## src/sv/ssrch_pkg.sv

```systemverilog
// Shared types, constants and the byte folding function for the substring search block.
// No dependencies; every other file of the block imports this package.
package ssrch_pkg;

    // Defaults for the top level parameters
    localparam int NEEDLE_MAX_DEF = 16;
    localparam int POS_WIDTH_DEF  = 32;

    // Fixed geometry of the register file and the result field
    localparam int NEEDLE_BYTES = 16;
    localparam int LEN_W        = 5;
    localparam int POSITION_W   = 32;
    localparam int OFFSET_W     = 32;
    localparam int CFG_DATA_W   = 64;
    localparam int CFG_INDEX_W  = 3;

    // Character codes used by the folding rules
    localparam logic [7:0] CHAR_LOWER_A = 8'h61;   // 'a'
    localparam logic [7:0] CHAR_LOWER_Z = 8'h7A;   // 'z'
    localparam logic [7:0] CHAR_UPPER_A = 8'h41;   // 'A'
    localparam logic [7:0] CHAR_SLASH   = 8'h2F;   // '/'
    localparam logic [7:0] CHAR_BSLASH  = 8'h5C;   // backslash
    localparam logic [7:0] CASE_DELTA   = CHAR_LOWER_A - CHAR_UPPER_A;

    // Match flag bits
    localparam int FLAG_CASE  = 0;
    localparam int FLAG_SLASH = 1;

    // Input command codes
    localparam logic CMD_BYTE = 1'b0;
    localparam logic CMD_END  = 1'b1;

    typedef enum logic [CFG_INDEX_W-1:0] {
        REG_NEEDLE_LOW    = 3'd0,
        REG_NEEDLE_HIGH   = 3'd1,
        REG_NEEDLE_LENGTH = 3'd2,
        REG_MATCH_FLAGS   = 3'd3,
        REG_START_OFFSET  = 3'd4
    } reg_index_t;

    typedef struct packed {
        logic       cmd;
        logic [7:0] data_byte;
    } haystack_item_t;

    typedef struct packed {
        logic                  found;
        logic [POSITION_W-1:0] position;
    } result_item_t;

    // Control broadcast from the top level to every cell
    typedef struct packed {
        logic       shift;
        logic       clear;
        logic [1:0] flags;
    } ssrch_ctrl_t;

    function automatic logic [7:0] fold_byte(input logic [7:0] c, input logic [1:0] flags);
        logic [7:0] r;
        r = c;
        if (flags[FLAG_CASE] && (c >= CHAR_LOWER_A) && (c <= CHAR_LOWER_Z))
            r = c - CASE_DELTA;
        if (flags[FLAG_SLASH] && (c == CHAR_BSLASH))
            r = CHAR_SLASH;
        return r;
    endfunction

endpackage

```

## src/sv/ssrch_cell.sv

```systemverilog
// One cell of the match chain: compares the folded haystack byte with one needle byte.
// Depends on ssrch_pkg for the control struct and the folding function.
module ssrch_cell
    import ssrch_pkg::*;
(
    input  logic        clk,
    input  logic        rst_n,
    input  ssrch_ctrl_t ctrl,
    input  logic [7:0]  hay_byte,     // already folded
    input  logic [7:0]  needle_byte,  // raw, folded here
    input  logic        prev_match,   // neighbor's partial match from the previous byte
    output logic        match_next,
    output logic        match
);

    logic match_reg;

    // Needle prefix up to this cell ends at the current byte
    assign match_next = prev_match && (hay_byte == fold_byte(needle_byte, ctrl.flags));
    assign match      = match_reg;

    always_ff @(posedge clk or negedge rst_n)
    begin
        if (!rst_n)
        begin
            match_reg <= 1'b0;
        end
        else if (ctrl.clear)
        begin
            match_reg <= 1'b0;
        end
        else if (ctrl.shift)
        begin
            match_reg <= match_next;
        end
    end

endmodule

```

## src/sv/substring_search_core.sv

```systemverilog
// Top level of the streaming substring search block: config registers, cell row, result register.
// Depends on ssrch_pkg and ssrch_cell.
//
// The block scans a haystack one byte per item and reports, on an end item, whether the
// configured needle (up to 16 bytes, optional case and slash folding on both sides) occurs
// at or after start_offset, with the first match position or else the haystack length.
// The row of match cells advances once per accepted byte, so a new item may be accepted on
// every cycle unless an end item is held. The result appears in the output register on the
// cycle after the end item is accepted and the input keeps flowing while it waits, unless a
// second end item arrives before the first result is taken. An empty needle matches at
// start_offset when start_offset does not exceed the length. The byte counter saturates at
// 2^POS_WIDTH - 1; bytes beyond that are dropped. The config port always accepts writes;
// indexes past the register list are ignored. Write the needle and the flags between
// haystacks only: the cells carry partial matches from byte to byte. There is no clearing
// pass after reset.
module substring_search_core
    import ssrch_pkg::*;
#(
    parameter int NEEDLE_MAX = NEEDLE_MAX_DEF,
    parameter int POS_WIDTH  = POS_WIDTH_DEF
)
(
    input  logic                   clk,
    input  logic                   rst_n,
    // haystack channel
    input  logic                   haystack_valid,
    output logic                   haystack_ready,
    input  haystack_item_t         haystack,
    // result channel
    output logic                   result_valid,
    input  logic                   result_ready,
    output result_item_t           result,
    // configuration write channel
    input  logic                   cfg_valid,
    output logic                   cfg_ready,
    input  logic [CFG_INDEX_W-1:0] cfg_index,
    input  logic [CFG_DATA_W-1:0]  cfg_data
);

    localparam int CELLS = (NEEDLE_MAX < NEEDLE_BYTES) ? NEEDLE_MAX : NEEDLE_BYTES;
    localparam int CMP_W = ((POS_WIDTH > OFFSET_W) ? POS_WIDTH : OFFSET_W) + 1;

    // Configuration registers
    logic [CFG_DATA_W-1:0] needle_low_reg;
    logic [CFG_DATA_W-1:0] needle_high_reg;
    logic [LEN_W-1:0]      needle_length_reg;
    logic [1:0]            match_flags_reg;
    logic [OFFSET_W-1:0]   start_offset_reg;

    // Stream state
    logic [POS_WIDTH-1:0]  count_reg, count_next;
    logic                  seen_reg, seen_next;
    logic [POS_WIDTH-1:0]  mpos_reg, mpos_next;

    // Output register
    logic                  result_valid_reg, result_valid_next;
    result_item_t          result_reg, result_next;

    logic                  hay_fire, byte_take, end_take, drop;
    logic [LEN_W-1:0]      nlen;
    logic [7:0]            hay_folded;
    ssrch_ctrl_t           ctrl;
    logic [CELLS-1:0]      cell_match, cell_next, cell_sel;
    logic                  chain_hit, hit;
    logic [CMP_W-1:0]      start_ext, count_ext, match_start;

    // Hold an end item only while a finished result waits and is not being taken;
    // bytes keep flowing
    assign haystack_ready = !result_valid_reg || result_ready || (haystack.cmd == CMD_BYTE);
    assign hay_fire       = haystack_valid && haystack_ready;
    assign drop           = &count_reg;
    assign byte_take      = hay_fire && (haystack.cmd == CMD_BYTE) && !drop;
    assign end_take       = hay_fire && (haystack.cmd == CMD_END);

    assign cfg_ready    = 1'b1;
    assign result_valid = result_valid_reg;
    assign result       = result_reg;

    // Clamp the needle length to the number of cells
    always_comb
    begin
        if (needle_length_reg > LEN_W'(CELLS))
            nlen = LEN_W'(CELLS);
        else
            nlen = needle_length_reg;
    end

    assign hay_folded = fold_byte(haystack.data_byte, match_flags_reg);
    assign ctrl.shift = byte_take;
    assign ctrl.clear = end_take;
    assign ctrl.flags = match_flags_reg;

    // Row of cells; cell k holds "needle bytes 0..k end at the last byte"
    for (genvar k = 0; k < CELLS; k++)
    begin : g_cell
        logic [7:0] nbyte;
        logic       prev;

        if (k < 8)
        begin : g_low
            assign nbyte = needle_low_reg[8*k +: 8];
        end
        else
        begin : g_high
            assign nbyte = needle_high_reg[8*(k-8) +: 8];
        end

        if (k == 0)
        begin : g_head
            assign prev = 1'b1;
        end
        else
        begin : g_link
            assign prev = cell_match[k-1];
        end

        assign cell_sel[k] = (nlen == LEN_W'(k + 1));

        ssrch_cell u_cell (
            .clk         (clk),
            .rst_n       (rst_n),
            .ctrl        (ctrl),
            .hay_byte    (hay_folded),
            .needle_byte (nbyte),
            .prev_match  (prev),
            .match_next  (cell_next[k]),
            .match       (cell_match[k])
        );
    end

    // Full needle ends at this byte when the last active cell matches
    assign chain_hit = |(cell_next & cell_sel);

    // Match start = count + 1 - n, compared against the start offset
    assign start_ext   = CMP_W'(start_offset_reg);
    assign count_ext   = CMP_W'(count_reg);
    assign match_start = count_ext + CMP_W'(1) - CMP_W'(nlen);
    assign hit         = byte_take && !seen_reg && (nlen != '0) && chain_hit
                         && (match_start >= start_ext);

    always_comb
    begin
        count_next        = count_reg;
        seen_next         = seen_reg;
        mpos_next         = mpos_reg;
        result_valid_next = result_valid_reg;
        result_next       = result_reg;

        if (result_valid_reg && result_ready)
            result_valid_next = 1'b0;

        if (byte_take)
        begin
            count_next = count_reg + POS_WIDTH'(1);
            if (hit)
            begin
                seen_next = 1'b1;
                mpos_next = POS_WIDTH'(match_start);
            end
        end

        if (end_take)
        begin
            result_valid_next = 1'b1;
            if (nlen == '0)
            begin
                // Empty needle: match at the start offset if it lies within the haystack
                if (start_ext <= count_ext)
                begin
                    result_next.found    = 1'b1;
                    result_next.position = POSITION_W'(start_offset_reg);
                end
                else
                begin
                    result_next.found    = 1'b0;
                    result_next.position = POSITION_W'(count_reg);
                end
            end
            else
            begin
                result_next.found    = seen_reg;
                result_next.position = seen_reg ? POSITION_W'(mpos_reg) : POSITION_W'(count_reg);
            end
            // Drop the stream state for the next haystack
            count_next = '0;
            seen_next  = 1'b0;
            mpos_next  = '0;
        end
    end

    always_ff @(posedge clk or negedge rst_n)
    begin
        if (!rst_n)
        begin
            count_reg        <= '0;
            seen_reg         <= 1'b0;
            mpos_reg         <= '0;
            result_valid_reg <= 1'b0;
        end
        else
        begin
            count_reg        <= count_next;
            seen_reg         <= seen_next;
            mpos_reg         <= mpos_next;
            result_valid_reg <= result_valid_next;
        end
    end

    always_ff @(posedge clk)
    begin
        result_reg <= result_next;
    end

    // Configuration writes
    always_ff @(posedge clk or negedge rst_n)
    begin
        if (!rst_n)
        begin
            needle_low_reg    <= '0;
            needle_high_reg   <= '0;
            needle_length_reg <= '0;
            match_flags_reg   <= '0;
            start_offset_reg  <= '0;
        end
        else if (cfg_valid && cfg_ready)
        begin
            case (reg_index_t'(cfg_index))
                REG_NEEDLE_LOW:    needle_low_reg    <= cfg_data;
                REG_NEEDLE_HIGH:   needle_high_reg   <= cfg_data;
                REG_NEEDLE_LENGTH: needle_length_reg <= cfg_data[LEN_W-1:0];
                REG_MATCH_FLAGS:   match_flags_reg   <= cfg_data[1:0];
                REG_START_OFFSET:  start_offset_reg  <= cfg_data[OFFSET_W-1:0];
                default:           ;
            endcase
        end
    end

    // A recorded match start always lies before the current byte count
    assert property (@(posedge clk) disable iff (!rst_n)
        seen_reg |-> (mpos_reg < count_reg))
        else $error("match position not below byte count");

    // An end item clears the stream and loads the result
    assert property (@(posedge clk) disable iff (!rst_n)
        end_take |=> (count_reg == '0) && !seen_reg && result_valid_reg)
        else $error("end item did not clear stream or load result");

    // Each counted byte advances the counter by one
    assert property (@(posedge clk) disable iff (!rst_n)
        byte_take |=> (count_reg == $past(count_reg) + POS_WIDTH'(1)))
        else $error("byte counter did not advance");

    // A match is recorded only on an accepted byte
    assert property (@(posedge clk) disable iff (!rst_n)
        $rose(seen_reg) |-> $past(byte_take))
        else $error("match recorded without a byte");

endmodule
```

## config.mk

```make
export PLATFORM = sky130hd
export DESIGN_NAME = substring_search_core
export DESIGN_NICKNAME = d
export VERILOG_FILES = /design/src/sv/ssrch_pkg.sv /design/src/sv/ssrch_cell.sv /design/src/sv/substring_search_core.sv
export SDC_FILE = /design/constraint.sdc
export NUM_CORES = 1
export LEC_CHECK = 0
export BUFFER_PORTS_ARGS = -buffer_cell sky130_fd_sc_hd__buf_2
export CAP_MARGIN = 20
export CORE_MARGIN = 2
export CORE_UTILIZATION = 57
export DETAILED_ROUTE_END_ITERATION = 8
export PLACE_DENSITY = 0.75
export SYNTH_ARGS = -nofsm -noshare
export SYNTH_HDL_FRONTEND = slang
export SYNTH_SLANG_ARGS = --single-unit
export TNS_END_PERCENT = 100
```

## constraint.sdc

```tcl
create_clock -name clk -period 15.7 [get_ports clk]
set_clock_uncertainty 0.05 [all_clocks]
set_input_delay 0.785 -clock clk [delete_from_list [all_inputs] [get_ports clk]]
set_output_delay 0.785 -clock clk [all_outputs]
set_load 0.05 [all_outputs]
```

==> results by group, run 1 <==
Hold path
  – Hold Path Class: primary input to async pin

Detailed routing
  – DRC viols: 0
  – Routed wl met3: 4.14 mm
  – Met2 WL: 26.7 mm
  – WL final: 57.8 mm
  – Max Used Layer: met5
  – Metal1 wirelength: 23.6 mm
  – Antenna Nets Post-Route: 0
  – DRT Pass-1 Iters: 6
  – Vias per cell: 6.40
  – Routed wire per std cell: 21.3 µm
  – DR vias: 17400
  – DRT iter0 DRCs: 1664

Job
  – Max-Cap Viols: 0

Worst setup path
  – Crit path DAT: 6.86 ns
  – CP Class: register to register
  – Flop-to-flop setup slack: 9.23 ns
  – Worst Path Max Fanout: 33
  – Buf/Inv on CP: 4
  – Slowest-stage cell, CP: or2_2
  – Critical path's top delay family: simple AND/OR/NAND/NOR gates
  – Setup crit start kind: register
  – Crit path capture type: register
  – CP dominant cell by count: ha_1
  – Req. time, crit path: 16.09 ns
  – Slowest stage delay, CP: 0.69 ns

Power and ir drop
  – LEAKAGE: 9.40 nW
  – P per Cell Area: 124 nW/µm²
  – Maximum vdd drop: 102 µV

Synthesis
  – Area fraction of the dominant cell type after synthesis: 31.6%
  – Main synth FF type: dfrtp_1
  – Syn Nets: 2402
  – Number of distinct library cells after synthesis: 85
  – Async S/R FF share, synth: 88.3%
  – Average size of a mapped cell: 9.02 µm²
  – Sequential area share after synthesis: 36.7%
  – EDFF count, synth: 33
  – Most common cell in the netlist: dfrtp_1
  – Synth area leaders: dfrtp_1, ha_1, xnor2_1
  – Syn Std Cell Area: 19600 µm²
  – Synth Register Bits: 281
  – Synth Instances: 2176
  – Area leader, netlist: dfrtp_1
  – Post-synth top cells: dfrtp_1, nand2_1, ha_1
  – Yosys Warn Count: 0

Floorplanning
  – Effective utilization at floorplan: 58.3%
  – Die footprint: 35900 µm²
  – Cell row count: 67
  – Core area: 33700 µm²
  – I/O Pins: 117
  – Die W: 190 µm
  – Die boundary height: 190 µm

Clock network
  – Sinks on Clock Net: 281
  – CTS resizes: 0
  – TritonCTS buffer count: 34
  – Deepest clock path buffer count: 3
  – Hold Buf Count CTS: 0
  – CTS root buffer: clkbuf_16
  – H-Tree Depth: 2
  – CTS tree: yes
  – Clock insertion delay at the later pin of the skew report: 0.55 ns
  – CTS clk-pin slew, worst paths: 0.06 ns
  – # Post-CTS Setup Buffers: 0

Finish
  – Final core utilization: 64.6%
  – Layout cells sized above 1: 14.4%
  – Fill cell count: 2882
  – Area occupied by registers: 7200 µm²
  – Layout area overhead: 10.9%
  – Area of the multi-input gates: 11500 µm²
  – Ant diodes: 0
  – Nets: 2469

STA
  – Slew HR: 33.0%
  – Max Fclk: 0.155 GHz
  – Fin. Hold Viols: 0
  – Least-Margin Pin Slew: 1.01 ns
  – Tcrit/Tclk final: 41.2%
  – Slew Limit Fails: 0
  – Final TNS setup: 0 ns
  – Setup-failing EPs final: 0
  – Final min period: 6.47 ns
  – RSZ-0062 raised after global routing: false

Global routing
  – GRT Util Overall: 32.4%
  – Total gr overflow: 0
  – Largest net degree at the start of global routing: 144
  – Number of global-route vias before repair: 16900
  – First-pass GRT wire length: 92.2 mm
  – Initial antenna violation count: 1

Place
  – I/O Buffers: 115
  – Hpwl dp: 40.4 mm
  – RD Place Congestion: 0.964

Outcome
  – Status: completed
where the power goes:
| part | switching, mW | internal [mW] | total, mW |
|---|---|---|---|
| clock network | 0.320 | 0.465 | 0.785 |
| registers | 0.148 | 0.853 | 1.00 |
| logic | 0.539 | 0.388 | 0.926 |
per-layer routing:
metal	up-vias	global-route usage [%]
li1	8111	-
met1	8304	42.3
met2	768	52.1
met3	181	4.43
met4	2	18.2
met5	-	0
kinds of logic after synthesis:
group / Yosys count / synth area share [%]
compound gates: 576 / 19.3
fa+ha+maj: 145 / 9.28
other cells: 1 / 0.0191
buf+inv: 257 / 5.16
xor+xnor: 152 / 6.78
simple gates: 671 / 17.5
flops: 281 / 36.7
mux: 93 / 5.31
per-stage QoR:
stage	hold WS [ns]	setup slack (ns)	power [mW]	cell area, µm²	std cells
5_1_grt	0.297	8.86	2.87	21800	2715
3_5_place_dp	0.430	9.18	1.91	20600	2653
6_report	0.207	9.23	2.71	21800	2715
3_3_place_gp	0.428	9.34	1.88	20600	2653
2_1_floorplan	0.409	10.63	1.63	19600	2176
4_1_cts	0.286	9.07	2.70	21700	2713
cell type report:
type	count	area share, %
clock buffers	44	4.41
clock inverters	16	0.615
multi-input cells	1638	53.0
well taps	448	2.57
inverters	142	2.45
repair buffers	146	3.93
flip-flops and latches	281	33.0
worst paths after layout:
kind | cells after the start | from | to
min | 1 | rst_n | count_reg[10]
max | 26 | needle_length_reg[4] | mpos_reg[30]
max in group asynchronous | 2 | rst_n | needle_high_reg[47]
min reg2reg | 2 | g_cell[0].u_cell.match | g_cell[0].u_cell.match
max reg2reg | 26 | needle_length_reg[4] | mpos_reg[30]
min in group clk | 3 | cfg_data[63] | needle_high_reg[63]
cell usage in the layout, fill, tap and decap left out, drive strengths merged, types with 22 or more instances in the layout:
| cell type | count |
|---|---|
| a21o | 40 |
| a21oi | 116 |
| a22oi | 34 |
| and3 | 22 |
| buf | 145 |
| clkbuf | 44 |
| dfrtp | 248 |
| edfxtp | 33 |
| ha | 144 |
| inv | 143 |
| mux2 | 90 |
| nand2 | 212 |
| nand3 | 130 |
| nand4 | 37 |
| nor2 | 84 |
| nor3 | 63 |
| o21ai | 149 |
| o31ai | 83 |
| xnor2 | 118 |
| xor2 | 34 |
worst reg2reg max path, stage by stage (launching register included):
cell,delay (ns)
dfrtp_1,0.42
nand2b_1,0.30
inv_1,0.10
ha_1,0.29
inv_1,0.04
ha_1,0.21
fa_1,0.43
a211oi_1,0.35
o21ai_0,0.19
o211ai_1,0.21
nand2_1,0.16
and2_1,0.22
o21a_1,0.17
nor2_1,0.11
xnor2_1,0.11
ha_1,0.32
nand4_1,0.10
nor2_1,0.19
nand2_1,0.08
a221oi_1,0.29
a2111oi_0,0.13
dlymetal6s2s_1,0.20
o31ai_4,0.16
buf_4,0.40
or2_2,0.70
nand3_1,0.19
o21ai_0,0.24
No activity file was read; power rests on OpenSTA's default activity.
==> run 2: changes to the inputs <==
==> constraint.sdc (replaced) <==
create_clock -name clk -period 6.8 [get_ports clk]
set_clock_uncertainty 0.05 [all_clocks]
set_input_delay 0.34 -clock clk [delete_from_list [all_inputs] [get_ports clk]]
set_output_delay 0.34 -clock clk [all_outputs]
set_load 0.05 [all_outputs]
==> run 2 against run 1 <==
Compared with the run above:
- clock power grew 130%
- sequential cell count is the same
- sequential power grew 130%
- critical path type unchanged
- largest cell class unchanged
==> results by group, run 2 (synthesis gave the netlist of run 1 again) <==
Detailed routing
  – DR vias: 17500 (+0.51%)
  – DRT iter0 DRCs: 1580 (-5.0%)
  – DRT Pass-1 Iters: 7 (+1)
  – DRC viols: 0 (unchanged)
  – Routed wire per std cell: 21.0 µm (-1.3%)
  – Antenna Nets Post-Route: 0 (unchanged)
  – WL final: 57.6 mm (-0.30%)
  – Vias per cell: 6.37 (-0.48%)

Power and ir drop
  – Final Power: 6.25 mW (+130%)
  – LEAKAGE: 9.49 nW (+0.94%)
  – P per Cell Area: 284 nW/µm² (+130%)
  – Maximum vdd drop: 212 µV (+110%)

Job
  – Max-Cap Viols: 0 (unchanged)

Place
  – RD Place Congestion: 0.951 (-1.4%)
  – I/O Buffers: 115 (unchanged)
  – Place WS: 0.764 ns (-8.42 ns)
  – Hpwl dp: 40.3 mm (-0.38%)

Global routing
  – GRT Util Overall: 32.0% (-0.34 points)
  – Total gr overflow: 0 (unchanged)
  – Initial antenna violation count: 0 (-1)
  – Number of global-route vias before repair: 16900 (-0.17%)
  – Largest net degree at the start of global routing: 88 (-39%)
  – First-pass GRT wire length: 91.8 mm (-0.39%)

Clock network
  – H-Tree Depth: 2 (unchanged)
  – Clock insertion delay at the later pin of the skew report: 0.54 ns (about the same)
  – Deepest clock path buffer count: 3 (unchanged)
  – CTS clk-pin slew, worst paths: 0.06 ns (about the same)
  – # Post-CTS Setup Buffers: 0 (unchanged)
  – TritonCTS buffer count: 34 (unchanged)
  – CTS tree: yes
  – Sinks on Clock Net: 281 (unchanged)
  – CTS root buffer: clkbuf_16

Finish
  – Fill cell count: 2840 (-1.5%)
  – Nets: 2496 (+1.1%)
  – Layout area overhead: 12.1%
  – Commonest non-fill, non-tap cell in the layout: dfrtp_1
  – Most frequent cells in the layout: dfrtp_1, nand2_1, ha_1
  – Layout cells sized above 1: 14.4% (about the same)
  – Final core utilization: 65.3% (+0.65 points)
  – Ant diodes: 0 (unchanged)

STA
  – RSZ-0062 raised after global routing: false
  – Max Fclk: 0.161 GHz (+4.1%)
  – Worst setup margin: 0.587 ns (-8.65 ns)
  – Final TNS setup: 0 ns (unchanged)
  – Least-Margin Pin Slew: 1.01 ns (+0.00450 ns)
  – Setup-failing EPs final: 0 (unchanged)
  – Final min period: 6.21 ns (-0.253 ns)
  – Tcrit/Tclk final: 91.4% (+50 points)
  – WHS: 0.0114 ns (-0.195 ns)
  – Slew Limit Fails: 0 (unchanged)
  – Fin. Hold Viols: 0 (unchanged)
  – Slew HR: 32.7% (-0.30 points)

Floorplanning
  – Die footprint: 35900 µm² (unchanged)
  – Die W: 190 µm (unchanged)
  – Effective utilization at floorplan: 58.3% (unchanged)
  – Cell row count: 67 (unchanged)
  – Core area: 33700 µm² (unchanged)
  – Die boundary height: 190 µm (unchanged)
  – I/O Pins: 117 (unchanged)

Worst setup path
  – Worst reg2reg endpoint: seen_reg
  – Crit path to: seen_reg
  – Setup crit start kind: register
  – CP Class: register to register
  – Req. time, crit path: 7.15 ns (-8.94 ns)
  – Flop-to-flop setup slack: 0.59 ns (-8.65 ns)
  – Worst Path Max Fanout: 32 (-3.0%)
  – Worst R2R Start: needle_length_reg[4]
  – R2R cell count: 24 (-7.7%)
  – Crit. Startpoint: needle_length_reg[4]
  – Crit path DAT: 6.56 ns (-0.30 ns)
  – Crit path capture type: register

Hold path
  – Hold Crit Start: cfg_data[57]
  – Hold Path Class: primary input to register

Outcome
  – Status: completed
## run 2: per-layer routing
layer  vias up  GRT usage [%]  wire length [µm]
li1       8150              -                 -
met2       696           52.9             27100
met3       169           4.52              3740
met4         0           14.4              2630
met5         -              0                 0
met1      8440           42.0             24200
## run 2: worst min-delay path by stage
stage               slack [ns]  cells after the start                   to
detailed placement        0.26                      1        count_reg[10]
CTS                      0.001                      2   needle_low_reg[34]
global route              0.01                      2   needle_low_reg[48]
global placement          0.27                      1        count_reg[10]
finish                    0.01                      2  needle_high_reg[57]
floorplan               -0.006                      0         count_reg[0]
## run 2: critical path, stage by stage (launching register included)
cell and delay [ns]:
dfrtp_1 0.40, nand2b_1 0.29, inv_1 0.10, ha_1 0.28, inv_1 0.05, ha_1 0.23
fa_1 0.43, a211oi_1 0.39, o21ai_0 0.19, o211ai_1 0.22, a21oi_1 0.17, o41a_1 0.45
a21oi_1 0.18, o21ai_0 0.11, a21oi_1 0.18, xor2_1 0.27, inv_1 0.08, ha_1 0.29
nand3_1 0.16, o221ai_1 0.16, a211oi_1 0.37, o31ai_4 0.13, or2_2 0.59, nand2_1 0.20
o21ai_0 0.10
## run 2: what timing repair did
action | CTS | global route
endpoints found under the hold margin | 93 | 0
hold buffers | 24 | 0
resized for setup | 0 | 0
## run 2: final cells by class
class | count | area [µm²] | area share [%]
clock buffer | 50 | 1020 | 4.64
clock inverter | 10 | 66.3 | 0.301
inverter | 142 | 533 | 2.42
multi-input combinational | 1638 | 11500 | 52.5
sequential | 281 | 7200 | 32.7
tap | 448 | 561 | 2.55
timing repair buffer | 173 | 1080 | 4.91
## run 2: per-stage QoR
stage | std cells | instance area, µm²
floorplan | 2176 | 19600
global placement | 2658 | 20700
detailed placement | 2658 | 20700
CTS | 2742 | 22000
global route | 2742 | 22000
finish | 2742 | 22000
## run 2: power breakdown
part           internal [mW]  switching [mW]
combinational          0.902            1.25
sequential              1.97           0.343
clock                   1.04           0.745
==> run 3: changes to the inputs <==
--- a/config.mk
+++ b/config.mk
@@ -11,6 +11,7 @@
 export CORE_UTILIZATION = 57
 export DETAILED_ROUTE_END_ITERATION = 8
 export PLACE_DENSITY = 0.75
+export RECOVER_POWER = 25
 export SYNTH_ARGS = -nofsm -noshare
 export SYNTH_HDL_FRONTEND = slang
 export SYNTH_SLANG_ARGS = --single-unit
==> run 3 against run 2 <==
Compared with the run above:
- the flow now finishes with violations (max-capacitance violations, max-slew violations)
- cell area down 0.47%
- sequential cell count unchanged
- sequential share of layout area is 0.16 points higher
- critical path depth unchanged
- setup slack got worse by 0.0044 ns
- sequential power hardly changed
- register-to-register slack is essentially flat
- non-clock buffer count is the same
- critical path type unchanged
- largest power group unchanged
- highest routed layer unchanged
==> results by group, run 3 (synthesis gave the netlist of run 1 again) <==
Clock network
  – Clock insertion delay at the later pin of the skew report: 0.54 ns (about the same)
  – Sinks on Clock Net: 281 (unchanged)
  – CTS clk-pin slew, worst paths: 0.06 ns (about the same)
  – CTS tree: yes
  – CTS resizes: 0 (unchanged)
  – CTS root buffer: clkbuf_16
  – # Post-CTS Setup Buffers: 0 (unchanged)
  – TritonCTS buffer count: 34 (unchanged)
  – H-Tree Depth: 2 (unchanged)
  – Hold Buf Count CTS: 24 (unchanged)
  – Deepest clock path buffer count: 3 (unchanged)

Finish
  – Ant diodes: 0 (unchanged)
  – Layout cells sized above 1: 12.5% (-2.0 points)
  – Most frequent cells in the layout: dfrtp_1, nand2_1, ha_1
  – Commonest non-fill, non-tap cell in the layout: dfrtp_1
  – Nets: 2496 (unchanged)
  – Final core utilization: 65.0% (-0.31 points)
  – Layout area overhead: 11.5%

Floorplanning
  – Die footprint: 35900 µm² (unchanged)
  – Die boundary height: 190 µm (unchanged)
  – Effective utilization at floorplan: 58.3% (unchanged)
  – Cell row count: 67 (unchanged)
  – Core area: 33700 µm² (unchanged)
  – Die W: 190 µm (unchanged)
  – I/O Pins: 117 (unchanged)

STA
  – WHS: 0.0155 ns (+0.00410 ns)
  – RSZ-0062 raised after global routing: false
  – Final min period: 6.22 ns (+0.00437 ns)
  – Max Fclk: 0.161 GHz (about the same)
  – Final TNS setup: 0 ns (unchanged)
  – Setup-failing EPs final: 0 (unchanged)
  – Slew HR: -175% (-210 points)
  – Least-Margin Pin Slew: 4.12 ns (+3.11 ns)
  – Slew Limit Fails: 320 (+320)
  – Tcrit/Tclk final: 91.4% (about the same)
  – Fin. Hold Viols: 0 (unchanged)

Place
  – Hpwl dp: 40.3 mm (unchanged)
  – I/O Buffers: 115 (unchanged)
  – RD Place Congestion: 0.951 (unchanged)

Power and ir drop
  – LEAKAGE: 9.35 nW (-1.5%)
  – P per Cell Area: 285 nW/µm² (+0.37%)
  – Maximum vdd drop: 213 µV (+0.46%)

Global routing
  – First-pass GRT wire length: 91.8 mm (unchanged)
  – GRT Util Overall: 32.0% (unchanged)
  – Largest net degree at the start of global routing: 88 (unchanged)
  – Initial antenna violation count: 0 (unchanged)
  – Number of global-route vias before repair: 16900 (unchanged)
  – Total gr overflow: 0 (unchanged)

Worst setup path
  – Worst R2R Start: needle_length_reg[4]
  – Setup crit start kind: register
  – Worst Path Max Fanout: 32 (unchanged)
  – CP Class: register to register
  – Crit path DAT: 6.55 ns (about the same)
  – Crit path capture type: register
  – Crit. Startpoint: needle_length_reg[4]
  – Req. time, crit path: 7.14 ns (about the same)

Detailed routing
  – DRC viols: 0 (unchanged)
  – Routed wire per std cell: 21.0 µm (about the same)
  – DRT iter0 DRCs: 1550 (-1.9%)
  – WL final: 57.6 mm (about the same)
  – Antenna Nets Post-Route: 0 (unchanged)
  – DR vias: 17500 (+0.44%)
  – Vias per cell: 6.39 (+0.44%)
  – DRT Pass-1 Iters: 7 (unchanged)

Outcome
  – Failing checks: max-capacitance violations, max-slew violations
  – Status: finished, violations left

Hold path
  – Hold Crit Start: cfg_data[48]
  – Hold Path Class: primary input to register

Job
  – Max-Cap Viols: 5 (+5)
[run 3: per-stage QoR]
step	power, mW	instances	instance area (µm²)	setup slack, ns
after global placement	4.34	2658	20700	0.891
after detailed placement	4.41	2658	20700	0.764
after floorplan	3.76	2176	19600	1.73
after CTS	6.23	2742	22000	0.676
after global routing	6.60	2742	21900	0.201
final	6.24	2742	21900	0.583
[run 3: cell type report]
| type | instances | area, µm² |
|---|---|---|
| Clock inverter | 10 | 66.3 |
| Fill cell | 2867 | 11800 |
| Sequential cell | 281 | 7200 |
| Inverter | 142 | 533 |
| Multi-Input combinational cell | 1638 | 11500 |
| Timing Repair Buffer | 173 | 1000 |
| Tap cell | 448 | 561 |
| Clock buffer | 50 | 1020 |
[run 3: critical path, cell delays in order, from the launching register on]
cell      delay (ns)
dfrtp_1         0.41
nand2b_1        0.29
inv_1           0.10
ha_1            0.28
inv_1           0.05
ha_1            0.23
fa_1            0.43
a211oi_1        0.39
o21ai_0         0.19
o211ai_1        0.22
a21oi_1         0.17
o41a_1          0.45
a21oi_1         0.18
o21ai_0         0.11
a21oi_1         0.18
xor2_1          0.27
inv_1           0.08
ha_1            0.29
nand3_1         0.16
o221ai_1        0.16
a211oi_1        0.36
o31ai_4         0.13
or2_2           0.59
nand3_1         0.19
o21ai_0         0.09
[run 3: routing by layer]
| metal | routed length [µm] | GRT usage [%] |
|---|---|---|
| met1 | 23800 | 42.0 |
| met4 | 2490 | 14.4 |
| met3 | 4000 | 4.52 |
| met2 | 27300 | 52.9 |
| met5 | 0 | 0 |
[run 3: worst paths after layout]
check,to,slack [ns],depth (start not counted)
worst max register to register,mpos_reg[13],0.58,24
max in group asynchronous,needle_low_reg[32],2.65,3
worst min-delay path,needle_low_reg[48],0.02,2
worst min register to register,g_cell[0].u_cell.match,0.45,2
min in group asynchronous,count_reg[10],1.57,2
worst max-delay path,mpos_reg[13],0.58,24
[run 3: power by group]
group / total [mW] / switching (mW) / internal, mW
Combinational: 2.14 / 1.25 / 0.899
Clock: 1.78 / 0.742 / 1.04
Sequential: 2.31 / 0.343 / 1.97
